--- config.mk ---
export PLATFORM = sky130hd
export DESIGN_NAME = modem_context_open_sequencer_flat
export DESIGN_NICKNAME = d
export VERILOG_FILES = /design/src/sv/mcos_pkg.sv /design/src/sv/mcos_if.sv /design/src/sv/mcos_step.sv /design/src/sv/modem_context_open_sequencer.sv /design/src/flat_wrapper.sv
export SDC_FILE = /design/constraint.sdc
export NUM_CORES = 1
export LEC_CHECK = 0
export BUFFER_PORTS_ARGS = -buffer_cell sky130_fd_sc_hd__clkbuf_2
export CORE_AREA = 2 2 218 134
export DETAILED_ROUTE_END_ITERATION = 10
export DIE_AREA = 0 0 220 136
export PLACE_DENSITY_LB_ADDON = 0.08
export SYNTH_ARGS = -nofsm -noshare
export SYNTH_HDL_FRONTEND = slang
export SYNTH_HIERARCHICAL = 1
export SYNTH_SLANG_ARGS = --single-unit
--- constraint.sdc ---
create_clock -name clk -period 2.53 [get_ports clk]
set_input_delay 0.253 -clock clk [delete_from_list [all_inputs] [get_ports clk]]
set_output_delay 0.253 -clock clk [all_outputs]
set_load 0.1 [all_outputs]
--- src/sv/mcos_pkg.sv ---
package mcos_pkg;

  localparam int unsigned RetryW = 4;
  localparam int unsigned TimerW = 24;
  localparam int unsigned CfgIdxW = 2;
  localparam int unsigned CfgDataW = 24;

  typedef enum logic [2:0] {
    PH_IDLE      = 3'd0,
    PH_QUERY_WAIT = 3'd1,
    PH_ACT_WAIT  = 3'd2,
    PH_OPEN_SEND = 3'd3,
    PH_OPEN_WAIT = 3'd4,
    PH_DONE      = 3'd5,
    PH_ERROR     = 3'd6
  } phase_t;

  typedef enum logic [1:0] {
    CMD_NONE     = 2'd0,
    CMD_QUERY    = 2'd1,
    CMD_ACTIVATE = 2'd2,
    CMD_OPEN     = 2'd3
  } cmd_t;

  localparam logic [1:0] RESP_OK = 2'd0;
  localparam logic [1:0] RESP_DATA = 2'd1;

  localparam logic KIND_STEP = 1'b0;
  localparam logic KIND_RESTART = 1'b1;

  localparam logic [CfgIdxW-1:0] CFG_RETRY_LIMIT = 2'd0;
  localparam logic [CfgIdxW-1:0] CFG_QUERY_TIMEOUT = 2'd1;
  localparam logic [CfgIdxW-1:0] CFG_ACTIVATE_TIMEOUT = 2'd2;
  localparam logic [CfgIdxW-1:0] CFG_OPEN_TIMEOUT = 2'd3;

  localparam logic [RetryW-1:0] RETRY_LIMIT_RESET = 4'd1;
  localparam logic [TimerW-1:0] TIMEOUT_RESET = 24'd1000;

  typedef struct packed {
    logic [RetryW-1:0] retry_limit;
    logic [TimerW-1:0] query_timeout;
    logic [TimerW-1:0] activate_timeout;
    logic [TimerW-1:0] open_timeout;
  } cfg_t;

  typedef struct packed {
    phase_t            phase;
    logic              context_flag;
    logic [RetryW-1:0] retry_counter;
    logic [TimerW-1:0] timeout_count;
    logic              timeout_armed;
  } state_t;

  typedef struct packed {
    logic       kind;
    logic       send_accepted;
    logic       response_ready;
    logic [1:0] response_code;
  } step_beat_t;

endpackage

--- src/sv/mcos_if.sv ---
interface mcos_step_if;
  logic       valid;
  logic       ready;
  logic       kind;
  logic       send_accepted;
  logic       response_ready;
  logic [1:0] response_code;

  modport source(output valid, kind, send_accepted, response_ready, response_code,
                 input ready);
  modport sink(input valid, kind, send_accepted, response_ready, response_code,
               output ready);
endinterface

interface mcos_result_if;
  logic       valid;
  logic       ready;
  logic [1:0] issue_command;
  logic [2:0] sequencer_state;
  logic       context_up;
  logic [3:0] retries_used;

  modport source(output valid, issue_command, sequencer_state, context_up, retries_used,
                 input ready);
  modport sink(input valid, issue_command, sequencer_state, context_up, retries_used,
               output ready);
endinterface

--- src/sv/mcos_step.sv ---
module mcos_step (
  input  mcos_pkg::state_t     cur,
  input  mcos_pkg::cfg_t       cfg,
  input  mcos_pkg::step_beat_t beat,
  output mcos_pkg::state_t     nxt,
  output mcos_pkg::cmd_t       cmd
);

  logic expired;

  // Retry from the given phase while retries remain, otherwise give up.
  function automatic mcos_pkg::state_t fail_to(input mcos_pkg::state_t s,
                                               input logic [mcos_pkg::RetryW-1:0] limit,
                                               input mcos_pkg::phase_t retry_phase);
    mcos_pkg::state_t r;
    r = s;
    if (s.retry_counter < limit) begin
      r.retry_counter = s.retry_counter + mcos_pkg::RetryW'(1);
      r.phase = retry_phase;
    end else begin
      r.phase = mcos_pkg::PH_ERROR;
    end
    return r;
  endfunction

  always_comb begin
    nxt = cur;
    cmd = mcos_pkg::CMD_NONE;
    expired = 1'b0;
    if (beat.kind == mcos_pkg::KIND_RESTART) begin
      nxt.phase = mcos_pkg::PH_IDLE;
      nxt.context_flag = 1'b0;
      nxt.retry_counter = '0;
      nxt.timeout_armed = 1'b0;
      nxt.timeout_count = '0;
    end else begin
      if (cur.timeout_armed) begin
        if (cur.timeout_count == '0) begin
          expired = 1'b1;
        end else begin
          nxt.timeout_count = cur.timeout_count - mcos_pkg::TimerW'(1);
        end
      end
      if (expired && (cur.phase == mcos_pkg::PH_QUERY_WAIT ||
                      cur.phase == mcos_pkg::PH_ACT_WAIT ||
                      cur.phase == mcos_pkg::PH_OPEN_WAIT)) begin
        nxt.timeout_armed = 1'b0;
        nxt = fail_to(nxt, cfg.retry_limit, mcos_pkg::PH_IDLE);
      end else begin
        unique case (cur.phase)
          mcos_pkg::PH_IDLE: begin
            if (!cur.context_flag) begin
              if (beat.send_accepted) begin
                cmd = mcos_pkg::CMD_QUERY;
                nxt.timeout_count = cfg.query_timeout;
                nxt.timeout_armed = 1'b1;
                nxt.phase = mcos_pkg::PH_QUERY_WAIT;
              end
            end else begin
              nxt.phase = mcos_pkg::PH_OPEN_SEND;
            end
          end
          mcos_pkg::PH_QUERY_WAIT: begin
            if (beat.response_ready) begin
              nxt.timeout_armed = 1'b0;
              if (beat.response_code == mcos_pkg::RESP_DATA) begin
                nxt.context_flag = 1'b1;
                nxt.retry_counter = '0;
                nxt.phase = mcos_pkg::PH_OPEN_SEND;
              end else if (beat.response_code == mcos_pkg::RESP_OK) begin
                // A rejected activate leaves the timer off and the phase as is.
                if (beat.send_accepted) begin
                  cmd = mcos_pkg::CMD_ACTIVATE;
                  nxt.timeout_count = cfg.activate_timeout;
                  nxt.timeout_armed = 1'b1;
                  nxt.phase = mcos_pkg::PH_ACT_WAIT;
                end
              end else begin
                nxt = fail_to(nxt, cfg.retry_limit, mcos_pkg::PH_IDLE);
              end
            end
          end
          mcos_pkg::PH_ACT_WAIT: begin
            if (beat.response_ready) begin
              nxt.timeout_armed = 1'b0;
              if (beat.response_code == mcos_pkg::RESP_OK) begin
                nxt.retry_counter = '0;
                nxt.phase = mcos_pkg::PH_OPEN_SEND;
              end else begin
                nxt = fail_to(nxt, cfg.retry_limit, mcos_pkg::PH_IDLE);
              end
            end
          end
          mcos_pkg::PH_OPEN_SEND: begin
            if (beat.send_accepted) begin
              cmd = mcos_pkg::CMD_OPEN;
              nxt.timeout_count = cfg.open_timeout;
              nxt.timeout_armed = 1'b1;
              nxt.phase = mcos_pkg::PH_OPEN_WAIT;
            end
          end
          mcos_pkg::PH_OPEN_WAIT: begin
            if (beat.response_ready) begin
              nxt.timeout_armed = 1'b0;
              if (beat.response_code == mcos_pkg::RESP_OK) begin
                nxt.context_flag = 1'b1;
                nxt.retry_counter = '0;
                nxt.phase = mcos_pkg::PH_DONE;
              end else begin
                nxt = fail_to(nxt, cfg.retry_limit, mcos_pkg::PH_OPEN_SEND);
              end
            end
          end
          default: begin
            // Done, error and the unused code hold until a restart.
          end
        endcase
      end
    end
  end

endmodule

--- src/sv/modem_context_open_sequencer.sv ---
// Channel   Role    Beat payload
// step      sink    kind, send_accepted, response_ready, response_code
// result    source  issue_command, sequencer_state, context_up, retries_used
//
// One step beat yields one result beat. A beat is registered on entry, and the
// sequencer state and the result register then update together from the entry
// register, and a new step is taken every cycle while the result is not stalled.
// The whole step is a single pass through the state update logic; that path sets the rate.
// Reset is synchronous and returns the configuration registers to their defaults.
// A stalled result holds the entry register; step.ready drops only when both are full.
module modem_context_open_sequencer (
  input  logic                            clk,
  input  logic                            rst,
  mcos_step_if.sink                       step,
  mcos_result_if.source                   result,
  input  logic                            cfg_wen,
  input  logic [mcos_pkg::CfgIdxW-1:0]    cfg_index,
  input  logic [mcos_pkg::CfgDataW-1:0]   cfg_data
);

  mcos_pkg::cfg_t       cfg;
  mcos_pkg::state_t     state;
  mcos_pkg::state_t     state_next;
  mcos_pkg::cmd_t       step_cmd;
  mcos_pkg::step_beat_t beat;
  logic                 beat_valid;
  logic                 advance;
  logic                 res_valid;
  logic [1:0]           res_cmd;
  logic [2:0]           res_state;
  logic                 res_ctx;
  logic [3:0]           res_retries;

  assign advance = beat_valid && (!res_valid || result.ready);
  assign step.ready = !beat_valid || advance;

  always_ff @(posedge clk) begin
    if (rst) begin
      cfg.retry_limit <= mcos_pkg::RETRY_LIMIT_RESET;
      cfg.query_timeout <= mcos_pkg::TIMEOUT_RESET;
      cfg.activate_timeout <= mcos_pkg::TIMEOUT_RESET;
      cfg.open_timeout <= mcos_pkg::TIMEOUT_RESET;
    end else if (cfg_wen) begin
      unique case (cfg_index)
        mcos_pkg::CFG_RETRY_LIMIT:      cfg.retry_limit <= cfg_data[mcos_pkg::RetryW-1:0];
        mcos_pkg::CFG_QUERY_TIMEOUT:    cfg.query_timeout <= cfg_data;
        mcos_pkg::CFG_ACTIVATE_TIMEOUT: cfg.activate_timeout <= cfg_data;
        mcos_pkg::CFG_OPEN_TIMEOUT:     cfg.open_timeout <= cfg_data;
        default: begin
        end
      endcase
    end
  end

  always_ff @(posedge clk) begin
    if (rst) begin
      beat_valid <= 1'b0;
    end else if (step.ready) begin
      beat_valid <= step.valid;
    end
  end

  always_ff @(posedge clk) begin
    if (step.valid && step.ready) begin
      beat.kind <= step.kind;
      beat.send_accepted <= step.send_accepted;
      beat.response_ready <= step.response_ready;
      beat.response_code <= step.response_code;
    end
  end

  mcos_step u_step (
    .cur  (state),
    .cfg  (cfg),
    .beat (beat),
    .nxt  (state_next),
    .cmd  (step_cmd)
  );

  always_ff @(posedge clk) begin
    if (rst) begin
      state.phase <= mcos_pkg::PH_IDLE;
      state.context_flag <= 1'b0;
      state.retry_counter <= '0;
      state.timeout_count <= '0;
      state.timeout_armed <= 1'b0;
      res_valid <= 1'b0;
    end else begin
      if (advance) begin
        state <= state_next;
        res_valid <= 1'b1;
      end else if (result.ready) begin
        res_valid <= 1'b0;
      end
    end
  end

  always_ff @(posedge clk) begin
    if (advance) begin
      res_cmd <= step_cmd;
      res_state <= state_next.phase;
      res_ctx <= state_next.context_flag;
      res_retries <= state_next.retry_counter;
    end
  end

  assign result.valid = res_valid;
  assign result.issue_command = res_cmd;
  assign result.sequencer_state = res_state;
  assign result.context_up = res_ctx;
  assign result.retries_used = res_retries;

`ifndef SYNTHESIS
  // A restart beat always lands in idle with the flag and retry count cleared.
  a_restart_clears: assert property (@(posedge clk) disable iff (rst)
    (advance && beat.kind == mcos_pkg::KIND_RESTART) |=>
      (result.sequencer_state == mcos_pkg::PH_IDLE && !result.context_up &&
       result.retries_used == '0))
    else $error("restart did not clear the sequencer");

  // A command goes out only on a stepping beat that the command layer accepts.
  a_cmd_needs_accept: assert property (@(posedge clk) disable iff (rst)
    (advance && step_cmd != mcos_pkg::CMD_NONE) |->
      (beat.send_accepted && beat.kind == mcos_pkg::KIND_STEP))
    else $error("command issued without an accepted send");

  // Done is reached only with the context known active.
  a_done_has_context: assert property (@(posedge clk)
    (state.phase == mcos_pkg::PH_DONE) |-> state.context_flag)
    else $error("done without context flag");

  // The timer only runs while an answer is awaited.
  a_timer_in_wait: assert property (@(posedge clk)
    state.timeout_armed |-> (state.phase == mcos_pkg::PH_QUERY_WAIT ||
                             state.phase == mcos_pkg::PH_ACT_WAIT ||
                             state.phase == mcos_pkg::PH_OPEN_WAIT))
    else $error("timer armed outside a waiting phase");
`endif

endmodule
--- src/flat_wrapper.sv ---
// flat-port wrapper written by rule: the top's interface ports become plain ports
module modem_context_open_sequencer_flat 
  (clk, rst, cfg_wen, cfg_index, cfg_data, step_valid, step_kind, step_send_accepted, step_response_ready, step_response_code, step_ready, result_valid, result_issue_command, result_sequencer_state, result_context_up, result_retries_used, result_ready);
  mcos_step_if step_i ();
  mcos_result_if result_i ();
  input  logic clk;
  input  logic rst;
  input  logic cfg_wen;
  input  logic [mcos_pkg::CfgIdxW-1:0] cfg_index;
  input  logic [mcos_pkg::CfgDataW-1:0] cfg_data;
  input wire logic [$bits(step_i.valid)-1:0] step_valid;
  input wire logic [$bits(step_i.kind)-1:0] step_kind;
  input wire logic [$bits(step_i.send_accepted)-1:0] step_send_accepted;
  input wire logic [$bits(step_i.response_ready)-1:0] step_response_ready;
  input wire logic [$bits(step_i.response_code)-1:0] step_response_code;
  output wire logic [$bits(step_i.ready)-1:0] step_ready;
  output wire logic [$bits(result_i.valid)-1:0] result_valid;
  output wire logic [$bits(result_i.issue_command)-1:0] result_issue_command;
  output wire logic [$bits(result_i.sequencer_state)-1:0] result_sequencer_state;
  output wire logic [$bits(result_i.context_up)-1:0] result_context_up;
  output wire logic [$bits(result_i.retries_used)-1:0] result_retries_used;
  input wire logic [$bits(result_i.ready)-1:0] result_ready;
  assign step_i.valid = step_valid;
  assign step_i.kind = step_kind;
  assign step_i.send_accepted = step_send_accepted;
  assign step_i.response_ready = step_response_ready;
  assign step_i.response_code = step_response_code;
  assign step_ready = step_i.ready;
  assign result_valid = result_i.valid;
  assign result_issue_command = result_i.issue_command;
  assign result_sequencer_state = result_i.sequencer_state;
  assign result_context_up = result_i.context_up;
  assign result_retries_used = result_i.retries_used;
  assign result_i.ready = result_ready;
  modem_context_open_sequencer u_core (.clk(clk), .rst(rst), .step(step_i), .result(result_i), .cfg_wen(cfg_wen), .cfg_index(cfg_index), .cfg_data(cfg_data));
endmodule
# Word-level counts from Yosys, hierarchy flattened
# Index checks and enable logic that the tools add are counted.
[op_classes]
eq_ne = 14
n_lt_le_gt_ge = 1
n_addsub = 2
mux = 42
reduce_logical = 21
[op_table]
columns = ["operator", "count"]
rows = [
  ["33-bit 2-to-1 mux", 5],
  ["25-bit 2-to-1 mux", 6],
  ["25-bit case mux with 5 select lines", 1],
  ["24-bit 2-to-1 mux", 2],
  ["24-bit zero test", 1],
  ["3-bit 2-to-1 mux", 8],
  ["24-bit by 1-bit subtractor with 24-bit output (second input constant)", 1],
  ["8-bit 2-to-1 mux", 2],
  ["3-bit case mux with 5 select lines", 1],
  ["5-bit case mux with 3 select lines", 1],
  ["4-bit 2-to-1 mux", 3],
  ["4-bit by 1-bit != test with 1-bit output (second input constant)", 3],
  ["2-bit 2-to-1 mux", 5],
  ["4-bit by 2-bit != test with 1-bit output (second input constant)", 2],
  ["2-bit AND reduction", 4],
  ["8-bit AND reduction", 1],
  ["1-bit 2-to-1 mux", 7],
  ["7-bit nonzero test", 1],
  ["3-bit by 2-bit equality test with 1-bit output (second input constant)", 2],
  ["2-bit case mux with 3 select lines", 1],
  ["4-bit by 1-bit adder with 4-bit output (second input constant)", 1],
  ["2-bit by 1-bit equality test with 1-bit output (second input constant)", 2],
  ["2-bit equality test (second input constant)", 2],
  ["2-bit zero test", 2],
  ["10 further kinds", 16],
]
[totals]
out_inout_bits = 12
regBits = 126
wordCells = 99
in_bits = 36

# Depth between registers and ports, before layout
# Gate-level depths: netlist (run 1).
[logic_depth]
word_depth = 10
mapped_depth = 12
mapped_depth_nobuf = 10

# Cells and area by module
# The synthesis (run 1) kept the hierarchy.
[modules_own_cells]
columns = ["mod", "n_inst", "seq_area_each_um2", "cells_per_inst", "area_per_inst_um2"]
rows = [
  ["modem_context_open_sequencer", 1, 2672.6, 488, 4863.4],
  ["mcos_step", 1, 0.0, 307, 2010.7],
]

# Worst setup path after synthesis (run 1)
# OpenSTA, ideal clock, no wires.
[synth_timing]
kind = "reg2reg"
from = "register u_core/beat[1] (netlist name)"
to = "register u_core/state[20] in the netlist's numbering"
t_required_ps = 2408
n_path_buf = 3
synth_period_minus_slack_ps = 2351
stages_incl_launch_ff = 12
t_arrival_ps = 2229
slack_ps = 179
setup_time_ps = 122
path_cell_list = "edfxtp_1 buf_6 or3b_4 a211o_1 or3_1 a21oi_2 or2_1 buf_6 buf_12 o22ai_2 nand2b_1 mux2i_1"
[synth_lines]
columns = ["item", "line", "text"]
rows = [
  ["to (signal assigned)", "modem_context_open_sequencer.sv:90", "state <= state_next;"],
  ["to (decl)", "modem_context_open_sequencer.sv:22", "mcos_pkg::state_t state;"],
]

==> summary.txt, run 1 <==
GRT
  • Grt ovf: 0
  • Initial antenna violation count: 1
  • Global-route wire length before repair: 35000 um
  • Largest net degree at the start of global routing: 45
  • Vias in the first global route: 6028
  • Total track usage: 0.157

Clock network
  • Clock slew at reported path FFs: 0.06 ns
  • CTS Buf Count: 17
  • CTS tree: built
  • Worst-Skew Late Latency: 0.43 ns
  • Max Buffers Root-to-Sink: 2
  • H-tree depth: 4
  • Clk sinks: 126
  • CTS root buf: clkbuf_16

Placed design
  • Dpl hpwl: 16200 um
  • Placed Area: 0.00783 mm2
  • PortBufs: 47
  • GP Congestion: 0.818

Critical path
  • Critical path, cell by cell: or3b_4 -> a211o_1 -> or3_1 -> a21oi_2 -> or2_1 -> buf_12 -> o22ai_1 -> nand2b_1 -> mux2i_1
  • Req. time, crit path: 2.84 ns
  • Worst setup EP type: flop
  • Bufs and invs on worst path: 1
  • CP delay by family, top: simple AND/OR/NAND/NOR gates
  • Data arrival, critical path: 2.71 ns
  • R2R Path Start: u_core/beat[1]
  • Crit path kind: reg -> reg
  • CP Launch Type: flop
  • R2r worst-path depth: 9
  • Cell count along the critical path: 9
  • Critical path's largest stage delay: 0.46 ns
  • Worst reg2reg endpoint: u_core/state[10]
  • Reg2Reg Setup Slack: 0.12 ns
  • CP max stage cell: or3b_4
  • Crit path max fanout: 18

Synthesis
  • Synthesized Nets: 836
  • Commonest cells in the netlist: nand2_1, dfxtp_1, nand2b_1
  • Yosys top cell by area: dfxtp_1
  • Mean Syn Cell Area: 8.65 um2
  • Distinct cells, synth: 75
  • EDFF count, synth: 15
  • Synth top area share: 0.323
  • Asr flop ratio synth: 0
  • Largest cells by area after synthesis: dfxtp_1, nand2_1, edfxtp_1
  • Post-Syn Area: 0.00687 mm2
  • Post-synth top flop: dfxtp_1
  • Mapped Cells: 795
  • Yosys reg bits: 126
  • Most frequent cell after synthesis: nand2_1
  • Register area share after synthesis: 0.389
  • Yosys warns: 6

Routing
  • Routed vias: 6210
  • Final WL: ~23000 um
  • Mean number of vias per cell: 4.89
  • DRC: 0
  • Starting DRT DRC Count: approximately 560
  • Drt pass-1 iters: 7
  • Final ANT Viol Nets: 0
  • Routed len/inst: 18.0 um

Power
  • P_sw: 1.43 mW
  • Clock group share of total power: 0.485
  • Internal power: 3.94 mW
  • Switching share of power: 0.266
  • Total Power: 5.37 mW
  • Sequential cell fraction of total power: 0.396
  • Combinational Power Share: 0.119
  • Power per Cell Area: approximately 630 mW/mm2
  • Leakage: 3.02 nW
  • Peak supply drop: 0.630 mV

Hold path
  • Worst hold path type: in -> reg
  • Min-delay src: cfg_data[23]
  • Hold path depth: 3
  • WHS Endpoint: u_core/cfg[23]

Flow run
  • # Max-Cap Violations: 0

Timing
  • Tcrit/Tclk final: 0.952
  • Tightest Pin Transition: roughly 0.72 ns
  • Slew Limit Headroom: 0.521
  • Clock Skew: 0.00957 ns
  • FMAX: 0.415 GHz
  • Shortest period the worst path allows: approximately 2.4 ns
  • Setup violation total in the final timing report: 0
  • Fin. Hold Viols: 0
  • Slew Limit Fails: 0

Floorplanning
  • Starting Density: 0.245
  • # IOs: 48
  • Die H: roughly 140 um
  • Die area: 0.0299 mm2
  • Die X: 220 um
  • Core Rows: 48
  • Core footprint: 0.0281 mm2

Cells and area
  • Final instance area: 0.00858 mm2
  • Synthesis-to-layout area growth: 24.9%
  • Antenna cell count: 0
  • Fillers: 2968
  • Area taken by flip-flops and latches: 0.00267 mm2
  • Nets: 923
  • Area of the multi-input gates: 0.00382 mm2
  • Layout cells sized above 1: 0.237

Run status
  • Status: finished, final reports clean
[cell usage in the layout, fill, tap and decap left out, types with 4 or more instances in the layout]
master	netlist	final
dfxtp_1	111	111
clkbuf_16	0	19
nor2_1	36	36
nor2b_1	7	6
dlygate4sd3_1	0	5
ha_1	5	5
a222oi_1	24	24
o31ai_1	4	4
nand2_1	134	134
o22ai_2	3	4
o21ai_0	15	14
nand4_1	5	5
o2bb2ai_1	4	4
clkbuf_2	0	46
a21oi_2	23	23
xor2_1	4	4
or3_1	6	5
nand3_1	8	8
a21oi_1	66	66
xnor2_1	15	15
nor3_1	31	31
o22ai_1	18	17
buf_4	6	70
inv_1	12	12
buf_12	1	7
edfxtp_1	15	15
mux2i_1	38	38
nand2b_1	69	69
nor4_1	7	6
[metal layers]
layer  track usage  vias up  wire (um)
met1         0.231     3018      12300
li1              -     3029          -
met5             0        -         27
met4        0.0399        4        184
met3        0.0414       19       1030
met2         0.223      140       9390
[power groups by stage]
stage	Combinational (mW)	Clock (mW)	Sequential (mW)
6_report	0.641	2.60	2.13
5_1_grt	0.693	2.77	2.13
4_1_cts	0.636	2.67	2.13
3_5_place_dp	0.627	0	2.17
3_3_place_gp	0.623	0	2.17
2_1_floorplan	0.367	0	2.22
[worst register-to-register path: stages, from the launching register on]
cell      delay [ns]
edfxtp_1        0.40
or3b_4          0.47
a211o_1         0.27
or3_1           0.36
a21oi_2         0.15
or2_1           0.16
buf_12          0.18
o22ai_1         0.13
nand2b_1        0.11
mux2i_1         0.06
[what timing repair did]
item,CTS,global route
setup buffers,0,1
hold buffers,5,0
setup endpoints to repair,11,33
resized for setup,2,10
hold endpoints to repair,5,0
[stage by stage]
stage | hold WS (ns) | TNS (ns) | worst slack [ns] | cells | util
after floorplan | 0.352 | 0 | 0.179 | 795 | -
after global placement | 0.433 | -0.272 | -0.0937 | 1232 | 0.279
after detailed placement | 0.438 | -0.247 | -0.0572 | 1232 | 0.279
after CTS | 0.0406 | 0 | 0.0475 | 1269 | 0.303
after global routing | 0.0534 | -0.573 | -0.0533 | 1270 | 0.305
final | 0.0659 | 0 | 0.122 | 1270 | 0.305
[state kept, by name, indices dropped and copies added, names as in the netlist]
name                           count
u_core/beat                        5
u_core/beat_valid                  1
u_core/cfg                        76
u_core/result.context_up           1
u_core/result.issue_command        2
u_core/result.retries_used         4
u_core/result.sequencer_state      3
u_core/result.valid                1
u_core/state                      33
[how the worst max path moves through the flow]
stage,to,start,slack [ns]
3_3_place_gp,u_core/result.context_up,u_core/state[17],-0.09
3_5_place_dp,u_core/state[29],u_core/state[17],-0.06
2_1_floorplan,u_core/state[20],u_core/beat[1],0.18
4_1_cts,u_core/state[29],u_core/state[17],0.05
6_report,u_core/state[10],u_core/beat[1],0.12
5_1_grt,u_core/state[23],u_core/state[17],-0.05
[final cells by class]
type,instances,area share
clock inverters,11,0.0149
clock buffers,21,0.0586
inverters,12,0.00525
multi-input cells,597,0.445
flip-flops and latches,126,0.311
well taps,375,0.0547
repair buffers,128,0.110
[cells by family after synthesis]
family | Yosys count | synth area share
AO/OA/AOI/OAI | 196 | 0.200
adder cells (fa/ha/maj) | 5 | 0.00910
flip-flops | 126 | 0.389
XOR/XNOR | 19 | 0.0242
buffers and inverters | 72 | 0.0668
multiplexers | 38 | 0.0553
AND/OR/NAND/NOR | 339 | 0.256
Power figures use the tool's default switching activity.
==> run 2: changes to the inputs <==
--- a/config.mk
+++ b/config.mk
@@ -5,10 +5,10 @@
 export SDC_FILE = /design/constraint.sdc
 export NUM_CORES = 1
 export LEC_CHECK = 0
-export BUFFER_PORTS_ARGS = -buffer_cell sky130_fd_sc_hd__clkbuf_2
 export CORE_AREA = 2 2 218 134
 export DETAILED_ROUTE_END_ITERATION = 10
 export DIE_AREA = 0 0 220 136
+export DONT_BUFFER_PORTS = 1
 export PLACE_DENSITY_LB_ADDON = 0.08
 export SYNTH_ARGS = -nofsm -noshare
 export SYNTH_HDL_FRONTEND = slang
==> constraint.sdc (replaced) <==
create_clock -name clk -period 2.53 [get_ports clk]
set_input_delay 0.253 -clock clk [delete_from_list [all_inputs] [get_ports clk]]
set_output_delay 0.253 -clock clk [all_outputs]
set_load 0.005 [all_outputs]
==> run 2 against run 1 <==
  * Non-clock buffer count decreased by 22
  * Sequential power about the same
  * Critical endpoint unchanged
  * Register-to-register slack worse by 0.08 ns
  * Clock-buffer cell count rose by 2
  * Clock skew grew 0.0057 ns
  * Global-route usage grew 0.80 points
  * Worst hold slack got worse by 0.042 ns
  * Die area unchanged
  * Final cell count fell by 1.7%
  * First-iteration DRC count fell by 3.9%
  * Critical path type unchanged
==> summary.txt, run 2 (same netlist as run 1, synthesis figures left out) <==
Power
  • Total Power: 5.23 mW (-2.6%)
  • Leakage: 2.95 nW (-2.4%)
  • Peak supply drop: 0.401 mV (-36%)
  • Power per Cell Area: 605 mW/mm2 (-3.2%)

Critical path
  • R2r worst-path depth: 12 (+3)
  • CP most frequent cell: buf_4
  • Critical path's largest stage delay: 0.33 ns (-0.13 ns)
  • Crit path kind: reg -> reg
  • CP Launch Type: flop
  • CP max stage cell: dfxtp_2
  • CP Launch Point: u_core/state[20]
  • Critical path, cell by cell: nor4_4 -> buf_4 -> nand4_1 -> buf_4 -> nor3_4 -> buf_6 -> a21oi_4 -> or2_4 -> buf_12 -> o22ai_2 -> nand2b_1 -> mux2i_2
  • Req. time, crit path: 2.87 ns (+0.03 ns)
  • Crit path max fanout: 5 (-13)
  • Data arrival, critical path: 2.83 ns (+0.12 ns)
  • Worst setup EP type: flop
  • R2R Path Start: u_core/state[20]

Timing
  • Slew Limit Fails: 0 (unchanged)
  • Clock Skew: 0.0152 ns (+0.00567 ns)
  • Slew Limit Headroom: 0.477 (-0.0444)
  • Shortest period the worst path allows: 2.49 ns (+0.0794 ns)
  • Setup WS post-layout: 0.0427 ns (-0.0794 ns)
  • RSZ-0062 raised after global routing: true
  • Setup violation total in the final timing report: 0 (unchanged)
  • Tcrit/Tclk final: 0.983 (+0.0314)
  • FMAX: 0.402 GHz (-3.2%)
  • Fin. Hold Viols: 0 (unchanged)
  • Tightest Pin Transition: 0.785 ns (+0.0666 ns)

Cells and area
  • Nets: 901 (-2.4%)
  • Final core occ: 0.307 (+0.00205)
  • Biggest register: u_core/cfg
  • Synthesis-to-layout area growth: 25.7%
  • Layout cells sized above 1: 0.192 (-0.0444)
  • Top Registers: u_core/cfg: 76 flops, u_core/state: 33 flops, u_core/beat: 5 flops
  • Max FFs per register: 76 (unchanged)
  • Most frequent cells in the layout: nand2_1, dfxtp_1, nand2b_1
  • Most common cell after layout, fill and taps aside: nand2_1

Floorplanning
  • Die area: 0.0299 mm2 (unchanged)
  • # IOs: 48 (unchanged)
  • Core footprint: 0.0281 mm2 (unchanged)
  • Die H: 136 um (unchanged)
  • Starting Density: 0.245 (unchanged)
  • Core Rows: 48 (unchanged)
  • Die X: 220 um (unchanged)

Clock network
  • CTS root buf: clkbuf_16
  • Worst-Skew Late Latency: 0.44 ns (about the same)
  • Clk sinks: 126 (unchanged)
  • H-tree depth: 4 (unchanged)
  • Post-CTS setup buffer count: 0 (unchanged)
  • CTS tree: built
  • CTS Buf Count: 17 (unchanged)
  • Max Buffers Root-to-Sink: 2 (unchanged)
  • Clock slew at reported path FFs: 0.06 ns (about the same)

Placed design
  • GP Congestion: 0.805 (-1.6%)
  • Dpl hpwl: 16000 um (-0.79%)
  • Pre-CTS WS: -0.123 ns (-0.0654 ns)
  • PortBufs: 0 (-100%)

Routing
  • Starting DRT DRC Count: 540 (-3.9%)
  • Routed len/inst: 19.3 um (+7.1%)
  • Drt pass-1 iters: 7 (unchanged)
  • Mean number of vias per cell: 4.97 (+1.6%)
  • Final WL: 24100 um (+5.4%)
  • Routed vias: 6203 (-0.11%)
  • Final ANT Viol Nets: 0 (unchanged)
  • DRC: 0 (unchanged)

Hold path
  • Worst hold path type: in -> reg
  • Min-delay src: result_ready
  • Hold path depth: 3 (unchanged)

GRT
  • Initial antenna violation count: 2 (+1)
  • Grt ovf: 0 (unchanged)
  • Largest net degree at the start of global routing: 91 (+100%)
  • Total track usage: 0.165 (+0.00798)
  • Vias in the first global route: 6294 (+4.4%)
  • Global-route wire length before repair: 36900 um (+5.4%)

Run status
  • Status: finished, final reports clean

Flow run
  • # Max-Cap Violations: 0 (unchanged)
==> run 2: cell types whose count changed in the layout (fill, tap and decap cells not counted), sizes merged <==
cell | previous run | this run
dlygate4sd3 | 5 | 32
buf | 77 | 72
diode | 0 | 1
clkbuf | 67 | 25
inv | 13 | 12
clkinv | 5 | 7
clkinvlp | 3 | 0
==> run 2: where the power goes <==
| part | internal (mW) | switching, mW | leakage [nW] |
|---|---|---|---|
| sequential | 2.09 | 0.0401 | 1.04 |
| clock | 1.58 | 0.937 | 0.302 |
| combinational | 0.251 | 0.333 | 1.61 |
==> run 2: worst max-delay path, delay by kind of cell, from the launching register on <==
| family | cells | cell delay, ns |
|---|---|---|
| buf+inv | 4 | 0.64 |
| flops | 1 | 0.33 |
| mux | 1 | 0.22 |
| compound gates | 2 | 0.17 |
| simple gates | 5 | 1.03 |
==> run 2: area by class of cell <==
class	instances	area, um2
Sequential cell	126	2680
Antenna cell	1	2.50
Fill cell	2952	19500
Inverter	12	45.0
Tap cell	375	469
Clock buffer	23	499
Multi-Input combinational cell	597	3830
Timing Repair Buffer	106	1010
Clock inverter	9	106
==> run 2: routing by layer <==
metal | up-vias | global-route usage | part of all wire
met3 | 18 | 0.0416 | 0.046
met4 | 2 | 0.0410 | 0.0085
met2 | 149 | 0.223 | 0.39
met1 | 3030 | 0.253 | 0.55
li1 | 3004 | - | -
met5 | - | 0 | 0.00054
==> run 2: repair_timing <==
item,in CTS,in global routing
hold buffers,33,0
gates cloned,0,2
hold endpoints to repair,72,0
resized for setup,3,18
pin swaps,0,10
setup endpoints to repair,13,15
==> run 2: through the flow <==
stage	instance area (um2)	std cells	setup TNS, ns	hold slack [ns]
after floorplan	6870	795	0	0.352
after global routing	8640	1248	-0.319	0.00239
after CTS	8520	1246	0	0.000447
after global placement	7550	1181	-0.198	0.349
after detailed placement	7550	1181	-0.301	0.350
final	8640	1249	0	0.0242
==> run 2: worst paths after layout <==
kind,endpoint,slack (ns)
max,u_core/state[10],0.04
min,u_core/result.valid,0.02
max reg2reg,u_core/state[10],0.04
min reg2reg,u_core/cfg[67],0.46
